File: src/assert_macros.svh
// assertion macros shared by the rtl files
`ifndef ASSERT_MACROS_SVH
`define ASSERT_MACROS_SVH
`ifndef SYNTH
`define ASSERT_IMPLIES(label, clk, rst_n, pre, post) \
    label: assert property (@(posedge clk) disable iff (!rst_n) (pre) |-> (post)) \
        else $error("assertion failed");
`define ASSERT_NEXT(label, clk, rst_n, pre, post) \
    label: assert property (@(posedge clk) disable iff (!rst_n) (pre) |=> (post)) \
        else $error("assertion failed");
`else
`define ASSERT_IMPLIES(label, clk, rst_n, pre, post)
`define ASSERT_NEXT(label, clk, rst_n, pre, post)
`endif
`endif

File: src/chte_pkg.sv
// shared constants, types and helpers for the hash table engine
package chte_pkg;
    localparam int DEF_MAX_BUCKETS = 64;
    localparam int DEF_CHAIN_SLOTS = 4;
    localparam int DEF_KEY_CHARS = 8;
    localparam int DEF_WINDOW_CHARS = 4;
    localparam logic [16:0] HASH_MOD = 17'd65407;
    localparam logic [6:0] BUCKETS_RESET = 7'd64;

    typedef enum logic [1:0] {
        OP_GET = 2'd0,
        OP_PUT = 2'd1,
        OP_REMOVE = 2'd2,
        OP_SPARE = 2'd3
    } op_t;

    typedef enum logic [2:0] {
        ST_FOUND = 3'd0,
        ST_NOT_FOUND = 3'd1,
        ST_INSERTED = 3'd2,
        ST_UPDATED = 3'd3,
        ST_FULL = 3'd4,
        ST_BAD_KEY = 3'd5
    } status_t;

    // handshake between the top level and the hash unit
    typedef struct packed {
        logic start;
        logic busy;
        logic done;
    } hash_ctl_t;

    // letters and digits are valid; letters give 0..25, digits 0..9 and are handled separately
    function automatic logic char_ok(input logic [7:0] c);
        char_ok = (c >= 8'h41 && c <= 8'h5A) || (c >= 8'h61 && c <= 8'h7A)
            || (c >= 8'h30 && c <= 8'h39);
    endfunction

    function automatic logic char_digit(input logic [7:0] c);
        char_digit = (c >= 8'h30 && c <= 8'h39);
    endfunction

    function automatic logic [4:0] char_offset(input logic [7:0] c);
        logic [7:0] d;
        if (c >= 8'h61) d = c - 8'h61;
        else if (c >= 8'h41) d = c - 8'h41;
        else d = c - 8'h30;
        char_offset = d[4:0];
    endfunction

    // x < 2*HASH_MOD reduced once
    function automatic logic [15:0] mod_once(input logic [16:0] x);
        logic [16:0] t;
        t = (x >= HASH_MOD) ? x - HASH_MOD : x;
        mod_once = t[15:0];
    endfunction
endpackage

File: src/chte_hash.sv
// folding window hash, one character step per cycle
`include "assert_macros.svh"
module chte_hash
    import chte_pkg::*;
#(
    parameter int WINDOW_CHARS = DEF_WINDOW_CHARS
) (
    input  logic clk,
    input  logic rst_n,
    input  logic start,
    input  logic [63:0] key_text,
    input  logic [3:0] key_length,
    output hash_ctl_t ctl,
    output logic [15:0] hash
);
    logic busy_reg, done_reg;
    logic [3:0] start_reg, pos_reg;
    logic [15:0] win_reg, sum_reg;
    logic [7:0] c;
    logic [20:0] prod;
    logic [20:0] step;
    logic [15:0] win_next;
    logic [3:0] win_end;
    logic last_win;

    assign c = key_text[8*pos_reg[2:0] +: 8];
    assign prod = char_digit(c) ? 21'(win_reg) * 21'd9 : 21'(win_reg) * 21'd26;
    assign step = prod + 21'(char_offset(c));
    // 2^16 is 129 modulo 65407, so fold the high bits back in and reduce once
    assign win_next = mod_once(17'(step[15:0]) + 17'(step[20:16]) * 17'd129);
    assign win_end = ((start_reg + 4'(WINDOW_CHARS)) > key_length)
        ? key_length : start_reg + 4'(WINDOW_CHARS);
    assign last_win = (start_reg + 4'd1 >= key_length);

    always_ff @(posedge clk or negedge rst_n)
    begin
        if (!rst_n)
        begin
            busy_reg <= 1'b0;
            done_reg <= 1'b0;
            start_reg <= '0;
            pos_reg <= '0;
            win_reg <= '0;
            sum_reg <= '0;
        end
        else
        begin
            if (start)
            begin
                start_reg <= '0;
                pos_reg <= '0;
                win_reg <= '0;
                sum_reg <= '0;
                busy_reg <= (key_length != 4'd0);
                done_reg <= (key_length == 4'd0);
            end
            else if (busy_reg)
            begin
                if (pos_reg + 4'd1 >= win_end)
                begin
                    sum_reg <= mod_once({1'b0, sum_reg} + {1'b0, win_next});
                    win_reg <= '0;
                    busy_reg <= !last_win;
                    done_reg <= last_win;
                    start_reg <= start_reg + 4'd1;
                    pos_reg <= start_reg + 4'd1;
                end
                else
                begin
                    win_reg <= win_next;
                    pos_reg <= pos_reg + 4'd1;
                    done_reg <= 1'b0;
                end
            end
            else done_reg <= 1'b0;
        end
    end

    assign ctl = '{start: start, busy: busy_reg, done: done_reg};
    assign hash = sum_reg;

    `ASSERT_NEXT(a_done_pulse, clk, rst_n, done_reg, !done_reg || start)
    `ASSERT_IMPLIES(a_not_both, clk, rst_n, busy_reg, !done_reg)
    `ASSERT_IMPLIES(a_sum_range, clk, rst_n, 1'b1, {1'b0, sum_reg} < HASH_MOD)
endmodule

File: config.mk
export PLATFORM = sky130hd
export DESIGN_NAME = chte_hash
export DESIGN_NICKNAME = d
export VERILOG_FILES = /design/src/chte_pkg.sv /design/src/chte_hash.sv
export VERILOG_INCLUDE_DIRS = /design/src /design/src/src
export SDC_FILE = /design/constraint.sdc
export NUM_CORES = 1
export LEC_CHECK = 0
export BUFFER_PORTS_ARGS = -buffer_cell sky130_fd_sc_hd__buf_2
export CAP_MARGIN = 20
export CORE_UTILIZATION = 55
export CTS_CLUSTER_DIAMETER = 100
export CTS_CLUSTER_SIZE = 30
export DETAILED_ROUTE_END_ITERATION = 10
export GPL_ROUTABILITY_DRIVEN = 0
export HOLD_SLACK_MARGIN = 0.06
export PLACE_DENSITY = 0.75
export SYNTH_ARGS = -nofsm -noshare
export SYNTH_HDL_FRONTEND = slang
export SYNTH_SLANG_ARGS = --single-unit
File: constraint.sdc
create_clock -name clk -period 29.5 [get_ports clk]
set_input_delay 0 -clock clk [delete_from_list [all_inputs] [get_ports clk]]
set_output_delay 0 -clock clk [all_outputs]
set_load 0.02 [all_outputs]
==> out/summary.txt <==
outcome -> complete, no violations
CP peak stage delay -> 800 ps
WL per Instance -> 16.0 um
Routed WL -> 20.1 mm
Area Overhead vs Synth -> 7.95%
mux share of post-synthesis cell area -> 7.35%
layout cell share with drive strength beyond 1 -> 14.9%
CTS HTree Levels -> 2
CP max FO -> 20
final hold vios -> 0
worst slack, placed -> 16990 ps
compound-gate portion of the synthesized area -> 20.4%
type of origin of the critical path -> flop
PnR worst setup slack -> 16820 ps
clk sink count -> 42
Max Root-Sink Buffers -> 2
Core Region -> 0.0147 mm^2
CTS root buf -> clkbuf_16
average cell area after synthesis -> 8.33 um^2
RSZ-0062 raised after global routing -> false
syn_nets -> 1224
fill count -> 1333
critical path class -> flop to flop
Post-synth EDFFs -> 0
final setup fails -> 0
crit path max-delay cell type -> dfrtp_1
Final Max Tran Viols -> 0
Synth Area in XOR/XNOR -> 9.83%
Post-Syn Area -> 0.00837 mm^2
CTS tree -> done
initial antenna violation count -> 0
register area -> 0.00105 mm^2
Slew HR -> 25.1%
Setup TNS -> 0 ps
number of DRC markers after the initial detailed-route iteration -> 544
Hold Crit Class -> input pin to flop
vias -> 7621
post-synthesis simple-gate area fraction -> 19.4%
Die Area -> 0.0157 mm^2
CP Data Required Time -> 29700 ps
Antenna Nets Post-Route -> 0
Initial DRT Pass Iterations -> 5
antenna fix cells -> 0
initial core utilization -> 57.0%
FP Rows -> 44
Clock Skews -> 5.47 ps
pin count of the biggest net entering global routing -> 43
Tightest Pin Transition -> 1120 ps
ys async rst share -> 100%
CTS resizes -> 0
multi-input logic area -> 0.00676 mm^2
Total GRT Usage -> 26.5%
number of global-route vias before repair -> 7516
Adder-Cell Fraction of Synth Area -> 23.6%
main combinational cell family by area after synthesis -> adder cells
first-pass GRT wire length -> 34.8 mm
via/cell ratio -> 6.09
Max Cap Viol -> 0
Num CTS Buffers -> 5
Post-DP HPWL -> 16.4 mm
Tmin final -> 12680 ps
DRC Markers -> 0
Skew-Pair Late Insertion Delay -> 290 ps
global route overflow -> 0
Primary FF master, synth -> dfrtp_1
Synth Instances -> 1005
fmax -> 78.9 MHz
Layout Nets -> 1285
DIE HEIGHT -> 125 um
die width -> 125 um
synth unique cells -> 85
sequential-to-total area share from yosys stat -> 12.6%
I/O Buffers -> 89
Synth Register Bits -> 42
Worst EP arrival -> 12890 ps
Clock Pin Slew Worst Setup and Hold Paths -> 60 ps
period utilisation layout -> 43.0%
Ys Warns -> 0
crit path capture type -> flop
Boundary Pins -> 90
cells by family after synthesis:
logic type                 Yosys count
muxes                               44
xor gates and xnor gates            94
adders and majority gates          148
DFF                                 42
and+or+nand+nor                    295
buffers and inverters              135
AOI/OAI and AO/OA                  247
worst max-delay path: cells and delay by family, from the launching register on:
family / cells / cell delay, ps
buffers and inverters: 3 / 240
and+or+nand+nor: 9 / 2760
DFF: 1 / 800
xor gates and xnor gates: 2 / 580
muxes: 4 / 1440
adders and majority gates: 6 / 1960
AOI/OAI and AO/OA: 18 / 4770
repair_timing:
item / 4_1_cts / 5_1_grt
setup buffers: 0 / 0
endpoints found under the hold margin: 42 / 0
hold buffers: 1 / 0
endpoints found under the setup margin: 0 / 0
cell type report:
| class | count | share of cell area, % |
|---|---|---|
| clock buffers | 6 | 1.43 |
| clock inverters | 2 | 0.152 |
| inverters | 95 | 3.95 |
| multi-input cells | 828 | 74.8 |
| flip-flops and latches | 42 | 11.6 |
| well taps | 184 | 2.55 |
| repair buffers | 94 | 5.51 |
worst paths after layout:
check / startpoint / to / slack, ps / cells after the start
max in group asynchronous: rst_n / win_reg[3]$_DFFE_PN0P_ / 28890 / 3
hold reg to reg: hash[5]$_DFFE_PN0P_ / hash[5]$_DFFE_PN0P_ / 560 / 2
hold / removal: key_length[1] / busy_reg$_DFF_PN0_ / 110 / 5
setup reg to reg: pos_reg[1]$_DFFE_PN0P_ / hash[7]$_DFFE_PN0P_ / 16820 / 42
setup / recovery: pos_reg[1]$_DFFE_PN0P_ / hash[7]$_DFFE_PN0P_ / 16820 / 42
min in group asynchronous: rst_n / win_reg[10]$_DFFE_PN0P_ / 140 / 2
per-stage QoR:
stage                     cells  hold slack, ps  util (%)  instance area (um^2)
final                      1251             109      61.5                  9040
after global routing       1251             138      61.5                  9040
after CTS                  1250            95.3      61.4                  9020
after detailed placement   1241             216      60.3                  8870
after global placement     1241             204      60.3                  8870
after floorplan            1005            -296         -                  8370
cell usage in the layout, fill, tap and decap left out, drive strengths merged, types with 6 or more instances in the layout:
master,n
and2,8
fa,17
o211ai,10
nor4b,6
nor2b,8
ha,131
a22o,9
a211oi,18
a21o,21
nor2,71
nand2,60
nand2b,13
dfrtp,42
o31ai,6
a221oi,6
inv,95
nor3b,7
or2,14
xor2,38
xnor2,56
a21oi,62
mux2i,24
nor3,21
nor4,13
and3,11
a31oi,9
mux2,7
nand4,12
o21a,11
nand3,25
buf,93
o21ai,41
clkbuf,6
mux4,13
routing by layer:
layer	wire length (um)	vias up	track usage [%]
met1	9540	3637	35.2
met4	282	0	5.88
li1	-	3796	-
met2	9620	159	46.8
met3	628	29	2.01
met5	0	-	0
Yosys cell counts (all sizes together) (11+ instances only):
cell,instances,area (um^2)
ha,131,1640
inv,95,357
nor2,71,267
a21oi,62,314
nand2,60,225
xnor2,56,490
dfrtp,42,1050
o21ai,41,205
xor2,38,333
nand3,25,125
mux2i,24,244
a21o,21,159
nor3,21,116
buf,20,133
clkbuf,20,75.1
a211oi,18,135
fa,17,340
or2,14,87.6
mux4,13,293
nand2b,13,81.3
nor4,13,134
nand4,12,81.3
and3,11,68.8
o21a,11,82.6
Power is not shown: default switching activity piles up to over one toggle a cycle in this logic, so the estimate is an artifact.
